## src/hw/rtl/pat_pkg.sv

```systemverilog
package pat_pkg;

    typedef enum logic [1:0] {
        ACT_CPU  = 2'd0,
        ACT_DMA  = 2'd1,
        ACT_LOAD = 2'd2,
        ACT_NONE = 2'd3
    } pat_action_t;

    // configuration register indexes
    localparam logic [2:0] REG_CONFIG_BITS = 3'd0;
    localparam logic [2:0] REG_PAGE_BITS   = 3'd1;
    localparam logic [2:0] REG_BANK_BIT    = 3'd2;
    localparam logic [2:0] REG_BANK_FLIP   = 3'd3;
    localparam logic [2:0] REG_BLOCK_MASK  = 3'd4;
    localparam logic [2:0] REG_BLOCK_LIMIT = 3'd5;
    localparam logic [2:0] REG_WIN_BASE    = 3'd6;

    localparam logic [8:0]  RST_CONFIG_BITS = 9'd136;
    localparam logic [5:0]  RST_PAGE_BITS   = 6'd8;
    localparam logic [2:0]  RST_BANK_BIT    = 3'd7;
    localparam logic        RST_BANK_FLIP   = 1'b1;
    localparam logic [7:0]  RST_BLOCK_MASK  = 8'h0E;
    localparam logic [7:0]  RST_BLOCK_LIMIT = 8'd8;
    localparam logic [23:0] RST_WIN_BASE    = 24'h020000;

    localparam logic [7:0]  DEFAULT_BLOCK_MASK = 8'h0E;
    localparam logic [7:0]  MIN_BLOCK_LIMIT    = 8'd1;

    localparam int MAP_DEPTH = 32;
    localparam int MAP_AW    = 5;
    localparam int XLATE_W   = 17;

    typedef struct packed {
        logic [8:0] config_bit_positions;
        logic [5:0] page_bit_positions;
        logic [2:0] bank_bit_position;
        logic       bank_flip;
    } pat_map_cfg_t;

    // position of the lowest set bit, zero for an all-zero byte
    function automatic logic [2:0] pat_ctz8(input logic [7:0] v);
        logic [2:0] pos;
        pos = 3'd0;
        for (int i = 7; i >= 0; i--)
        begin
            if (v[i])
            begin
                pos = 3'(i);
            end
        end
        return pos;
    endfunction

endpackage

```

## src/hw/rtl/paged_address_translator.sv

```systemverilog
// Paged address translator: one item per cycle sustained while the master side keeps
// ready. An accepted input item goes to its result through the input register, then the
// result register, with the map lookup, block extraction and the 25-bit base add in
// between. The 32-byte map table sits in flip-flops and is written by load
// items as they pass the result stage, so a following access already sees the
// new byte; entries never loaded read as garbage. Configuration writes are taken
// at any time but are meant for an idle block.
module paged_address_translator (
    input  logic        clk,
    input  logic        rst_n,
    // input items
    input  logic        s_tvalid,
    output logic        s_tready,
    // address[15:0], config_value[23:16], config_written[24], write_request[25],
    // map_index[30:26], map_data[38:31], zero[39]
    input  logic [39:0] s_tdata,
    // action[1:0]
    input  logic [1:0]  s_tuser,
    // result items
    output logic        m_tvalid,
    input  logic        m_tready,
    // physical_address[24:0], block_number[32:25], write_allowed[33], zero[39:34]
    output logic [39:0] m_tdata,
    // configuration writes
    input  logic        cfg_valid,
    output logic        cfg_ready,
    input  logic [2:0]  cfg_index,
    input  logic [23:0] cfg_data
);

    // configuration registers
    pat_pkg::pat_map_cfg_t map_cfg_reg;
    logic [7:0]            block_mask_reg;
    logic [7:0]            block_limit_reg;
    logic [23:0]           win_base_reg;

    // input stage
    logic                  in_vld_reg, in_vld_next;
    pat_pkg::pat_action_t  in_action_reg;
    logic [15:0]           in_address_reg;
    logic [7:0]            in_cfg_reg;
    logic                  in_written_reg;
    logic                  in_wr_reg;
    logic [4:0]            in_midx_reg;
    logic [7:0]            in_mdata_reg;

    // result stage
    logic                  out_vld_reg, out_vld_next;
    logic [24:0]           out_phys_reg, out_phys_next;
    logic [7:0]            out_blk_reg, out_blk_next;
    logic                  out_allowed_reg, out_allowed_next;

    logic                  s_accept;
    logic                  advance;
    logic                  map_wr_en;
    logic [7:0]            map_cfg_byte;
    logic [16:0]           xlate_addr;
    logic [7:0]            mask_eff;
    logic [7:0]            limit_eff;
    logic [7:0]            blk_raw;
    logic [7:0]            blk;
    logic [7:0]            blk_m1;

    assign cfg_ready = 1'b1;

    always_ff @(posedge clk or negedge rst_n)
    begin
        if (!rst_n)
        begin
            map_cfg_reg.config_bit_positions <= pat_pkg::RST_CONFIG_BITS;
            map_cfg_reg.page_bit_positions   <= pat_pkg::RST_PAGE_BITS;
            map_cfg_reg.bank_bit_position    <= pat_pkg::RST_BANK_BIT;
            map_cfg_reg.bank_flip            <= pat_pkg::RST_BANK_FLIP;
            block_mask_reg                   <= pat_pkg::RST_BLOCK_MASK;
            block_limit_reg                  <= pat_pkg::RST_BLOCK_LIMIT;
            win_base_reg                     <= pat_pkg::RST_WIN_BASE;
        end
        else if (cfg_valid)
        begin
            case (cfg_index)
                pat_pkg::REG_CONFIG_BITS: map_cfg_reg.config_bit_positions <= cfg_data[8:0];
                pat_pkg::REG_PAGE_BITS:   map_cfg_reg.page_bit_positions   <= cfg_data[5:0];
                pat_pkg::REG_BANK_BIT:    map_cfg_reg.bank_bit_position    <= cfg_data[2:0];
                pat_pkg::REG_BANK_FLIP:   map_cfg_reg.bank_flip            <= cfg_data[0];
                pat_pkg::REG_BLOCK_MASK:  block_mask_reg                   <= cfg_data[7:0];
                pat_pkg::REG_BLOCK_LIMIT: block_limit_reg                  <= cfg_data[7:0];
                pat_pkg::REG_WIN_BASE:    win_base_reg                     <= cfg_data;
                default: ;
            endcase
        end
    end

    // handshake
    assign advance     = in_vld_reg && (!out_vld_reg || m_tready);
    assign s_tready    = !in_vld_reg || !out_vld_reg || m_tready;
    assign s_accept    = s_tvalid && s_tready;
    assign in_vld_next = s_accept ? 1'b1 : (advance ? 1'b0 : in_vld_reg);
    assign out_vld_next = advance ? 1'b1 : (m_tready ? 1'b0 : out_vld_reg);

    always_ff @(posedge clk or negedge rst_n)
    begin
        if (!rst_n)
        begin
            in_vld_reg  <= 1'b0;
            out_vld_reg <= 1'b0;
        end
        else
        begin
            in_vld_reg  <= in_vld_next;
            out_vld_reg <= out_vld_next;
        end
    end

    always_ff @(posedge clk)
    begin
        if (s_accept)
        begin
            in_action_reg  <= pat_pkg::pat_action_t'(s_tuser);
            in_address_reg <= s_tdata[15:0];
            in_cfg_reg     <= s_tdata[23:16];
            in_written_reg <= s_tdata[24];
            in_wr_reg      <= s_tdata[25];
            in_midx_reg    <= s_tdata[30:26];
            in_mdata_reg   <= s_tdata[38:31];
        end
        if (advance)
        begin
            out_phys_reg    <= out_phys_next;
            out_blk_reg     <= out_blk_next;
            out_allowed_reg <= out_allowed_next;
        end
    end

    // dma block number
    always_comb
    begin
        mask_eff  = (block_mask_reg == 8'd0) ? pat_pkg::DEFAULT_BLOCK_MASK : block_mask_reg;
        limit_eff = (block_limit_reg == 8'd0) ? pat_pkg::MIN_BLOCK_LIMIT : block_limit_reg;
        blk_raw   = (in_cfg_reg & mask_eff) >> pat_pkg::pat_ctz8(mask_eff);
        blk       = (in_written_reg && (blk_raw < limit_eff)) ? blk_raw : 8'd0;
        blk_m1    = blk - 8'd1;
    end

    // block zero goes through the map as with a zero config byte
    assign map_cfg_byte = (in_action_reg == pat_pkg::ACT_CPU) ? in_cfg_reg : 8'd0;
    assign map_wr_en    = advance && (in_action_reg == pat_pkg::ACT_LOAD);

    pat_map u_map (
        .clk        (clk),
        .wr_en      (map_wr_en),
        .wr_index   (in_midx_reg),
        .wr_data    (in_mdata_reg),
        .map_cfg    (map_cfg_reg),
        .cfg_byte   (map_cfg_byte),
        .address    (in_address_reg),
        .xlate_addr (xlate_addr)
    );

    always_comb
    begin
        out_phys_next    = 25'd0;
        out_blk_next     = 8'd0;
        out_allowed_next = 1'b1;
        case (in_action_reg)
            pat_pkg::ACT_CPU:
            begin
                out_phys_next = {8'd0, xlate_addr};
                // low 16k is write protected while config bit 0 is clear
                if (in_wr_reg && (in_address_reg[15:14] == 2'b00) && !in_cfg_reg[0])
                begin
                    out_allowed_next = 1'b0;
                end
            end
            pat_pkg::ACT_DMA:
            begin
                out_blk_next = blk;
                if (blk == 8'd0)
                begin
                    out_phys_next = {8'd0, xlate_addr};
                end
                else
                begin
                    out_phys_next = {1'b0, win_base_reg} + {1'b0, blk_m1, in_address_reg};
                end
            end
            default: ;
        endcase
    end

    assign m_tvalid = out_vld_reg;
    assign m_tdata  = {6'd0, out_allowed_reg, out_blk_reg, out_phys_reg};

    // a map load leaves an empty result
    assert property (@(posedge clk) disable iff (!rst_n)
        (advance && in_action_reg == pat_pkg::ACT_LOAD) |=>
            (out_vld_reg && out_phys_reg == 25'd0 && out_blk_reg == 8'd0 && out_allowed_reg))
        else $error("map load result not empty");

    // a blocked write only comes from the map path
    assert property (@(posedge clk) disable iff (!rst_n)
        (out_vld_reg && !out_allowed_reg) |->
            (out_phys_reg[24:17] == 8'd0 && out_blk_reg == 8'd0))
        else $error("blocked write with non-map result");

    // a nonzero block is always under the limit
    assert property (@(posedge clk) disable iff (!rst_n)
        (out_vld_reg && out_blk_reg != 8'd0) |-> (out_blk_reg < limit_eff))
        else $error("block number at or above limit");

    // input side only stalls with both stages full and the output held
    assert property (@(posedge clk) disable iff (!rst_n)
        !s_tready |-> (in_vld_reg && out_vld_reg && !m_tready))
        else $error("input stalled without a full pipeline");

    // a held result is not overwritten
    assert property (@(posedge clk) disable iff (!rst_n)
        (out_vld_reg && !m_tready) |=> (out_vld_reg && $stable(out_phys_reg)
            && $stable(out_blk_reg) && $stable(out_allowed_reg)))
        else $error("stalled result changed");

endmodule

```

## src/hw/rtl/pat_map.sv

```systemverilog
module pat_map (
    input  logic                               clk,
    input  logic                               wr_en,
    input  logic [pat_pkg::MAP_AW-1:0]         wr_index,
    input  logic [7:0]                         wr_data,
    input  pat_pkg::pat_map_cfg_t              map_cfg,
    input  logic [7:0]                         cfg_byte,
    input  logic [15:0]                        address,
    output logic [pat_pkg::XLATE_W-1:0]        xlate_addr
);

    logic [7:0] table_mem [pat_pkg::MAP_DEPTH];

    logic [2:0]                 sel;
    logic [pat_pkg::MAP_AW-1:0] rd_index;
    logic [7:0]                 entry;
    logic [1:0]                 page;
    logic                       bank;

    always_ff @(posedge clk)
    begin
        if (wr_en)
        begin
            table_mem[wr_index] <= wr_data;
        end
    end

    always_comb
    begin
        for (int k = 0; k < 3; k++)
        begin
            sel[k] = cfg_byte[map_cfg.config_bit_positions[3*k +: 3]];
        end
        rd_index = {sel, address[15:14]};
        entry    = table_mem[rd_index];
        for (int k = 0; k < 2; k++)
        begin
            page[k] = entry[map_cfg.page_bit_positions[3*k +: 3]];
        end
        bank       = entry[map_cfg.bank_bit_position] ^ map_cfg.bank_flip;
        xlate_addr = {bank, page, address[13:0]};
    end

endmodule

```

## config.mk

```make
export PLATFORM = sky130hd
export DESIGN_NAME = paged_address_translator
export DESIGN_NICKNAME = d
export VERILOG_FILES = /design/src/hw/rtl/pat_pkg.sv /design/src/hw/rtl/paged_address_translator.sv /design/src/hw/rtl/pat_map.sv
export SDC_FILE = /design/constraint.sdc
export NUM_CORES = 1
export LEC_CHECK = 0
export BUFFER_PORTS_ARGS = -buffer_cell sky130_fd_sc_hd__buf_2
export CORE_ASPECT_RATIO = 0.7
export CORE_MARGIN = 3
export CORE_UTILIZATION = 55
export CTS_CLUSTER_SIZE = 40
export DETAILED_ROUTE_END_ITERATION = 8
export MAX_ROUTING_LAYER = met4
export PLACE_DENSITY_LB_ADDON = 0.1
export SLEW_MARGIN = 20
export SYNTH_ARGS = -nofsm -noshare
export SYNTH_HDL_FRONTEND = slang
export SYNTH_SLANG_ARGS = --single-unit
```

## constraint.sdc

```tcl
create_clock -name clk -period 5.1 [get_ports clk]
set_input_delay 0.51 -clock clk [delete_from_list [all_inputs] [get_ports clk]]
set_output_delay 0.51 -clock clk [all_outputs]
set_load 0.005 [all_outputs]
```

Word level (Yosys, flattened, before mapping) --
Memory sizes are Yosys's and may differ from the RTL's. Cells that the tools add are included.
Operators by class: add/sub/neg operators 2, order comparisons 7, equal/unequal tests 8, shifts and indexed selects 1, muxes and demuxes 33, bitwise logic cells 2, reductions and logical operators 27
Operators with widths (count):
- one-hot mux 25 bit (2 select lines) | 1
- 2-to-1 mux 8 bit | 4
- adder 24 x 24 -> 25 bit | 1
- 2-to-1 mux 25 bit | 1
- logical NOT 8 bit | 3
- less-than comparator 3 x 4 -> 1 bit, second input constant | 6
- 2-to-1 mux 3 bit | 8
- binary-select mux 1 bit (select 3 bit) | 6
- AND reduction 2 bit | 7
- 2-to-1 mux 1 bit | 13
- == test 3 bit, second input constant | 3
- bitwise AND 8 bit | 1
- less-than comparator 8 bit | 1
- >> shifter 8 x 3 -> 8 bit | 1
- subtractor 8 x 1 -> 8 bit, second input constant | 1
- == test 3 x 2 -> 1 bit, second input constant | 2
- logical AND 1 bit | 6
- logical NOT 2 bit | 2
- nonzero test 2 bit | 2
- == test 3 x 1 -> 1 bit, second input constant | 1
- logical NOT 1 bit | 3
- logical NOT 3 bit | 1
- logical OR 1 bit | 3
- == test 2 x 1 -> 1 bit, second input constant | 1
- other kinds (2) | 2
Word-level totals: bits in registers 136, bits in writable memories 256, bits of input ports 74, memories 1
Memories:
- u_map.table_mem | depth 32, width 8, read ports 1, clocked after Yosys merged registers in 0, wr ports 1, line pat_map.sv:12 | logic [7:0] table_mem [pat_pkg::MAP_DEPTH];

Logic depth before layout (Yosys ltp) --
Gate-level depths: netlist of the first run.
word-level depth 18, depth in mapped cells 27, mapped depth without buffers 25

Cells and area by module --
Synthesis of the first run repeated with hierarchy kept, for this count alone.
Unflattened totals: cell total of the unflattened synthesis 1085, area, all modules 17634.4 µm²
Modules (own cells, without submodules):
- pat_map | instances 1, cells each 488, area an instance 10447.5 µm²
- paged_address_translator | instances 1, cells each 597, area an instance 7186.9 µm²

Worst setup path before layout of the first run --
OpenSTA, ideal clock, no wires.
path type register to register, from reg block_mask_reg[3], to reg out_phys_reg[22] (data pin), arrival 4.657 ns, path slack 0.236 ns, stages on the path, launching flop included 23, clock period less this slack 4.864 ns, cell sequence dfstp_2 > nor2_1 > o31ai_1 > nand2_1 > buf_2 > mux2i_1 > o21ai_0 > nor2_1 > ha_1 > a21o_1 > a211o_1 > a31oi_1 > a211o_1 > clkbuf_1 > nand2_1 > ha_1 > xnor2_1 > ha_1 > or2_2 > a21o_1 > o41ai_2 > mux2i_1 > a2111oi_0
Between the ends: longest elaborated chain between the ends 18, elaborated cells on any way between the ends 20, classes of those cells add/sub: 2; order compare: 1; shift: 1; mux: 12; bitwise: 1; reduce/logical: 3
Ends and longest elaborated chain:
- start, declared | line paged_address_translator.sv:33 | logic [7:0] block_mask_reg;
- start signal, assigned | line paged_address_translator.sv:74 | block_mask_reg <= pat_pkg::RST_BLOCK_MASK;
- start signal, assigned | line paged_address_translator.sv:85 | pat_pkg::REG_BLOCK_MASK: block_mask_reg <= cfg_data[7:0];
- logical NOT 8 bit | line paged_address_translator.sv:137 | mask_eff = (block_mask_reg == 8'd0) ? pat_pkg::DEFAULT_BLOCK_MASK : block_mask_reg;
- 2-to-1 mux 8 bit (*) | line paged_address_translator.sv:137
- 2-to-1 mux 3 bit (8 in a row) | line pat_pkg.sv:47 | if (v[i])
- >> shifter 8 x 3 -> 8 bit (*) | line paged_address_translator.sv:139 | blk_raw = (in_cfg_reg & mask_eff) >> pat_pkg::pat_ctz8(mask_eff);
- less-than comparator 8 bit | line paged_address_translator.sv:140 | blk = (in_written_reg && (blk_raw < limit_eff)) ? blk_raw : 8'd0;
- logical AND 1 bit | line paged_address_translator.sv:140
- 2-to-1 mux 8 bit (*) | line paged_address_translator.sv:140
- subtractor 8 x 1 -> 8 bit | line paged_address_translator.sv:141 | blk_m1 = blk - 8'd1;
- adder 24 x 24 -> 25 bit | line paged_address_translator.sv:183 | out_phys_next = {1'b0, win_base_reg} + {1'b0, blk_m1, in_address_reg};
- 2-to-1 mux 25 bit (*) | line paged_address_translator.sv:177 | if (blk == 8'd0)
- one-hot mux 25 bit (2 select lines) (*) | line paged_address_translator.sv:164 | case (in_action_reg)
- via out_phys_next[22] | line paged_address_translator.sv:49 | logic [24:0] out_phys_reg, out_phys_next;
- end signal, assigned | line paged_address_translator.sv:128 | out_phys_reg <= out_phys_next;
- end, declared | line paged_address_translator.sv:49
The timed path passes the listed nets; every way through them passes the cells marked *. A chain may end at the register's enable or synchronous reset.

Worst setup path in the final report of the first run --
from reg block_mask_reg[6], to reg out_phys_reg[22] (data pin)
Same word-level chain as after synthesis.

==> out/results.ini, run 1 <==
[synth]
synth_edf_count = 331
synth_compound_area_frac = 0.06662
netlist_instances = 1090
synth_warnings = 0
ys.flop_type = edfxtp_1
syn-cell-area_um2 = 17320
yosys.area_share.adder = 0.02500
synth_top_family_by_area = multiplexers
synth-xor-area-share = 0.009611
synthMuxAreaShare = 0.1481
seq_area_frac_synth = 0.6631
avgSynthCellArea_um2 = 15.89
synthSimpleGateAreaFrac = 0.06474
ys_ff_latch = 392
async_flop_share = 0.1556
synth_cell_types = 74

[floorplan]
die_h_um = 154.5
placementRows = 53
die_x_um = 218.1
core-area_um2 = 30500
io_pins = 117
start_util = 0.5676
dieArea_um2 = 33680

[run_status]
status = completed

[power]
p_leak_nw = 7.239
vdd_drop_max_uv = 285.0
powerDensity_nw_per_um2 = 447.8

[route]
first_pass_iters = 5
drtIter0Drc = 1060
routed_via_density = 6.024
wl_per_cell_um = 23.89
vias = 10060
drt-total-wl_um = 39890
detail-route-antenna-nets = 0
post-route-drc-count = 0

[cells_and_area]
fin_area_um2 = 19790
antenna_cells = 0
nets = 1339
final_core_util = 0.6486
drive_above_1_share = 0.2822
area_delta_synth_final_pct = 14.27
largest_register_ffs = 256

[clock_tree]
cts_root_buf = clkbuf_16
clkLatencyLatePin_ns = 0.54
path_clk_slew_ns = 0.06
cts_buffer_depth = 3
cts.htree.levels = 2
cts_tree = built
tritoncts.num_buffers = 37
clock-sinks = 392

[global_routing]
grt_pass1_vias = 9795
grt_pass1_wl_um = 60100
grt_usage = 0.2461
antenna_found_initial = 1
grt_max_degree = 63
grt-ovfl-total = 0

[sta]
finalSetupViolations = 0
fin_skew_ns = 0.01708
slew_headroom = 0.2952
fin_tns_setup_ns = 0
finalCritPeriodShare = 0.9331
finalMaxSlewViolations = 0
min_period_ns = 4.759
holdWs_ns = 0.1471
setup_ws_ns = 0.3413
tightest_slew_ns = 1.057
hold_viol = 0
fmax_mhz = 210.1

[worst_hold_path]
min_path_type = input pin to flop
min_path_cells = 1

[place]
pre_cts_ws_ns = 0.03146
placed_cell_area_um2 = 18320
port_buffers = 108
place_congestion = 0.8774
hpwl_um = 26700

[worst_setup_path]
critPathRequiredTime_ns = 5.44
endpoint_kind = flop
path_buf_inv = 2
start_kind = flop
crit_path_top_delay_cell = dfrtp_2
reg2regPathDepth = 23
cp_common_cell = ha_1
cp.depth = 23
crit_family = compound AO/OA/AOI/OAI gates
path_cells = nor2b_1 > o21bai_1 > a21oi_2 > nor2_4 > buf_4 > mux2_1 > o21ai_2 > a22oi_2 > inv_2 > ha_1 > a21oi_1 > o21ai_0 > o221ai_1 > a211o_1 > nand2_2 > ha_4 > xnor2_2 > ha_1 > or2_2 > a21o_1 > o41ai_4 > mux2i_1 > a2111oi_2
crit_type = flop to flop
critPathMaxStageDelay_ns = 0.44
critPathMaxFanout = 6
arrival_ns = 5.10

[run]
cap_violations = 0

-- cells in the mapped netlist (4+ instances only) --
library cell / n / share of area
mux4_1: 5 / 0.0076
o21ai_0: 20 / 0.0058
mux4_2: 55 / 0.072
o211a_1: 4 / 0.0023
dfrtp_1: 49 / 0.071
xnor2_1: 12 / 0.0061
nor2b_1: 9 / 0.0033
nor4_1: 4 / 0.0014
clkbuf_1: 15 / 0.0033
nor3_1: 19 / 0.0055
nand3_1: 8 / 0.0023
mux2_2: 61 / 0.040
a221oi_1: 6 / 0.0030
dfstp_2: 12 / 0.018
nor2_1: 88 / 0.019
a221o_1: 5 / 0.0029
a211oi_1: 8 / 0.0035
buf_2: 8 / 0.0023
inv_1: 28 / 0.0061
buf_1: 5 / 0.0011
ha_1: 33 / 0.024
nand2b_1: 14 / 0.0051
xor2_1: 7 / 0.0035
buf_6: 8 / 0.0052
buf_4: 10 / 0.0043
nand2_1: 60 / 0.013
a22o_1: 11 / 0.0056
nor3b_1: 5 / 0.0022
a31oi_1: 4 / 0.0014
o31ai_1: 4 / 0.0017
a41o_1: 4 / 0.0023
and3_1: 9 / 0.0033
a21o_1: 9 / 0.0039
edfxtp_1: 331 / 0.57
o21ai_1: 7 / 0.0020
mux2i_1: 45 / 0.026
a21oi_1: 38 / 0.011
-- cell type report --
| type | instances | area (um^2) |
|---|---|---|
| Timing Repair Buffer | 143 | 867.1 |
| Clock inverter | 22 | 264.0 |
| Clock buffer | 44 | 994.7 |
| Sequential cell | 392 | 11480 |
| Fill cell | 2224 | 10720 |
| Inverter | 29 | 108.9 |
| Multi-Input combinational cell | 628 | 5554 |
| Tap cell | 412 | 515.5 |
-- through the flow --
step	power (mW)	std cells
after global routing	9.248	1670
after floorplan	5.327	1095
after CTS	8.764	1661
final	8.860	1670
after detailed placement	5.901	1594
after global placement	5.862	1594
-- cell families after synthesis --
family,count (synthesis)
DFF,392
AOI/OAI and AO/OA,159
buffers and inverters,75
other,2
xor gates and xnor gates,19
adders and majority gates,34
muxes,170
and+or+nand+nor,239
-- where the power goes --
group / internal [mW] / switching, mW
clock: 1.70 / 1.18
sequential: 3.71 / 0.149
combinational: 0.942 / 1.18
total: 6.35 / 2.51
-- repair_timing --
item                                    CTS  global route
endpoints found under the setup margin    0             6
setup buffers                             0             3
hold buffers                              1             0
gates resized for setup                   0            21
endpoints found under the hold margin     6             0
-- layer usage --
metal / up-vias / wire, um / track usage
met5: - / 0 / -
met4: 0 / 772 / 0.05835
met3: 59 / 3062 / 0.04517
met2: 355 / 16680 / 0.3258
met1: 5105 / 19370 / 0.3956
li1: 4541 / - / -
-- path summary, 6_finish.rpt --
check	endpoint	startpoint	slack [ns]
worst min register to register	m_tvalid$_DFFE_PN0P_	in_vld_reg$_DFFE_PN0P_	0.49
min in group asynchronous	win_base_reg[9]$_DFFE_PN0P_	rst_n	0.36
max in group asynchronous	block_mask_reg[6]$_DFFE_PN0P_	rst_n	3.67
worst min-delay path	in_mdata_reg[2]$_DFFE_PP_	s_tdata[33]	0.15
worst max register to register	out_phys_reg[22]$_DFFE_PP_	block_mask_reg[6]$_DFFE_PN0P_	0.34
worst max-delay path	out_phys_reg[22]$_DFFE_PP_	block_mask_reg[6]$_DFFE_PN0P_	0.34
-- cells in the final DEF (no fill, tap or decap), types with 14 or more instances in the layout --
cell       synthesis  layout
nand2_1           60      58
mux2i_1           45      45
ha_1              33      32
buf_2              8     108
inv_1             28      27
nor3_1            19      19
nor2_1            88      86
clkbuf_16          0      39
nand2b_1          14      14
mux4_2            55      55
a21oi_1           38      36
dfrtp_1           49      48
edfxtp_1         331     331
mux2_2            61      60
buf_4             10      26
o21ai_0           20      19
Note: power is estimated with default switching activity, not from simulation.
==> run 2, diff against run 1 <==
--- a/config.mk
+++ b/config.mk
@@ -8,7 +8,7 @@
 export BUFFER_PORTS_ARGS = -buffer_cell sky130_fd_sc_hd__buf_2
 export CORE_ASPECT_RATIO = 0.7
 export CORE_MARGIN = 3
-export CORE_UTILIZATION = 55
+export CORE_UTILIZATION = 57
 export CTS_CLUSTER_SIZE = 40
 export DETAILED_ROUTE_END_ITERATION = 8
 export MAX_ROUTING_LAYER = met4
==> constraint.sdc (replaced) <==
create_clock -name clk -period 4.4 [get_ports clk]
set_input_delay 0.44 -clock clk [delete_from_list [all_inputs] [get_ports clk]]
set_output_delay 0.44 -clock clk [all_outputs]
set_load 0.005 [all_outputs]
==> run 2 against run 1 <==
  * The flow now finishes with violations (negative setup slack)
  * Global-route usage is 1.8 points higher
  * Via count increased by 4.6%
  * First-iteration DRC count fell by 1.1%
  * Non-clock buffer count is 72 higher
  * Final cell count up 4.0%
  * Routed wire length up 5.3%
  * Cell area is 4.1% higher
==> out/results.ini, run 2 (synthesis results as in run 1) <==
[global_routing]
grt_pass1_vias = 10260  ; +4.8%
grt_max_degree = 56  ; -11%
grt-ovfl-total = 0  ; unchanged
antenna_found_initial = 1  ; unchanged
grt_usage = 0.2639  ; +0.01776
grt_pass1_wl_um = 63250  ; +5.2%

[route]
wl_per_cell_um = 24.18  ; +1.2%
vias = 10520  ; +4.6%
routed_via_density = 6.059  ; +0.58%
detail-route-antenna-nets = 0  ; unchanged
drt-total-wl_um = 42010  ; +5.3%
drtIter0Drc = 1048  ; -1.1%
post-route-drc-count = 0  ; unchanged
first_pass_iters = 5  ; unchanged

[place]
place_congestion = 0.8890  ; +1.3%
hpwl_um = 28030  ; +5.0%
port_buffers = 108  ; unchanged
post-place-cells = 1636  ; +2.6%

[floorplan]
dieArea_um2 = 32540  ; -3.4%
core-area_um2 = 29410  ; -3.6%
io_pins = 117  ; unchanged
die_x_um = 214.3  ; -1.7%
placementRows = 52  ; -1.9%
die_h_um = 151.8  ; -1.7%
start_util = 0.5888  ; +0.02116

[worst_setup_path]
critPathMaxFanout = 4  ; -2
crit_path_start = block_mask_reg[6]$_DFFE_PN0P_
endpoint_kind = flop
arrival_ns = 4.94  ; -0.16 ns
crit_path_top_delay_cell = dfrtp_1
cp_common_cell = buf_4
critPathMaxStageDelay_ns = 0.41  ; -0.03 ns
start_kind = flop
critPathRequiredTime_ns = 4.76  ; -0.68 ns
path_cells = nor2_1 > o31ai_4 > nand2_2 > mux2i_2 > buf_4 > buf_4 > mux2i_4 > buf_4 > buf_4 > o221ai_1 > o221ai_2 > a211o_4 > nand2_4 > ha_4 > xnor2_2 > ha_1 > or2_4 > buf_4 > o31a_1 > nand2_2 > or3_1 > a31oi_1
reg2regPathDepth = 22  ; -4.3%
crit_type = flop to flop
r2r_start = block_mask_reg[6]$_DFFE_PN0P_

[clock_tree]
cts_tree = built
cts_root_buf = clkbuf_16
clkLatencyLatePin_ns = 0.53  ; about the same
cts_buffer_depth = 3  ; unchanged
clock-sinks = 392  ; unchanged
tritoncts.num_buffers = 38  ; +2.7%
path_clk_slew_ns = 0.06  ; about the same
cts.htree.levels = 2  ; unchanged

[run]
cap_violations = 0  ; unchanged

[sta]
min_period_ns = 4.579  ; -0.1795 ns
holdWs_ns = 0.08480  ; -0.06229 ns
fin_tns_setup_ns = -0.6794  ; -0.6794 ns
hold_viol = 0  ; unchanged
finalSetupViolations = 6  ; +6
fin_skew_ns = 0.01226  ; -0.004817 ns
setup_ws_ns = -0.1792  ; -0.5205 ns
rsz0062_at_grt = true
finalMaxSlewViolations = 0  ; unchanged
slew_headroom = 0.2886  ; -0.006654
tightest_slew_ns = 1.063  ; +0.006054 ns
fmax_mhz = 218.4  ; +3.9%
finalCritPeriodShare = 1.041  ; +0.1076

[cells_and_area]
fillCellCount = 1975  ; -11%
final_cell_count_no_fill = 1737  ; +4.0%
layout_common_cells = 331 x edfxtp_1, 108 x buf_2, 89 x buf_4
area_delta_synth_final_pct = 18.98
drive_above_1_share = 0.3401  ; +0.05790
mostFrequentLayoutCell = edfxtp_1
nets = 1412  ; +5.5%
largest_register_ffs = 256  ; unchanged
antenna_cells = 0  ; unchanged

[worst_hold_path]
min_path_cells = 1  ; unchanged
min_path_type = input pin to flop
hold_start = s_tdata[37]

[run_status]
status = finished, violations left
violations = negative setup slack

[power]
p_leak_nw = 7.654  ; +5.7%
vdd_drop_max_uv = 365.1  ; +28%
powerDensity_nw_per_um2 = 526.4  ; +18%

==> run 2: layout make-up <==
| class | count | area, um^2 | area share |
|---|---|---|---|
| Clock inverter | 17 | 185.2 | 0.008989 |
| Timing Repair Buffer | 215 | 1479 | 0.07179 |
| Sequential cell | 392 | 11480 | 0.5574 |
| Multi-Input combinational cell | 628 | 5763 | 0.2797 |
| Inverter | 29 | 111.4 | 0.005405 |
| Tap cell | 405 | 506.7 | 0.02460 |
| Clock buffer | 51 | 1074 | 0.05211 |
==> run 2: final timing paths <==
| check | endpoint | slack (ns) |
|---|---|---|
| setup / recovery | out_phys_reg[21]$_DFFE_PP_ | -0.18 |
| hold / removal | in_mdata_reg[6]$_DFFE_PP_ | 0.08 |
| setup reg to reg | out_phys_reg[21]$_DFFE_PP_ | -0.18 |
| hold reg to reg | m_tvalid$_DFFE_PN0P_ | 0.49 |
| max in group asynchronous | block_mask_reg[5]$_DFFE_PN0P_ | 3.07 |
| min in group asynchronous | m_tvalid$_DFFE_PN0P_ | 0.29 |
==> run 2: per-stage QoR <==
stage	cell area, um^2	power, mW	worst slack (ns)	util
5_1_grt	20600	11.32	-0.3710	0.7005
2_1_floorplan	17420	6.260	0.02262	-
4_1_cts	20220	10.59	-0.05834	0.6876
6_report	20600	10.84	-0.1792	0.7005
3_3_place_gp	18750	7.062	-0.1628	0.6376
3_5_place_dp	18770	7.112	-0.2811	0.6381
==> run 2: worst max-delay path, delay by kind of cell, from the launching register on <==
| kind | cells | cell delay, ns |
|---|---|---|
| AND/OR/NAND/NOR | 6 | 1.09 |
| flip-flops | 1 | 0.41 |
| AO/OA/AOI/OAI | 6 | 1.29 |
| XOR/XNOR | 1 | 0.12 |
| multiplexers | 2 | 0.41 |
| adder cells (fa/ha/maj) | 2 | 0.46 |
| buffers and inverters | 5 | 0.64 |
==> run 2: per-layer routing <==
metal  track usage  wire length (um)
met1        0.4299             19940
met2        0.3510             17870
met3       0.04592              3492
met4       0.05223               699
met5             -                 0
==> run 2: report_power, final <==
| group | leakage [nW] | switching [mW] | internal, mW | total, mW |
|---|---|---|---|---|
| clock network | 0.617 | 1.36 | 1.95 | 3.31 |
| logic | 3.30 | 1.56 | 1.50 | 3.06 |
| registers | 3.74 | 0.168 | 4.30 | 4.47 |
==> run 2: timing repair <==
action | in CTS | in global routing
hold buffers | 1 | 0
buffers inserted | 13 | 13
endpoints found under the hold margin | 6 | 0
pin swaps | 23 | 22
gates resized for setup | 17 | 37
endpoints found under the setup margin | 6 | 19
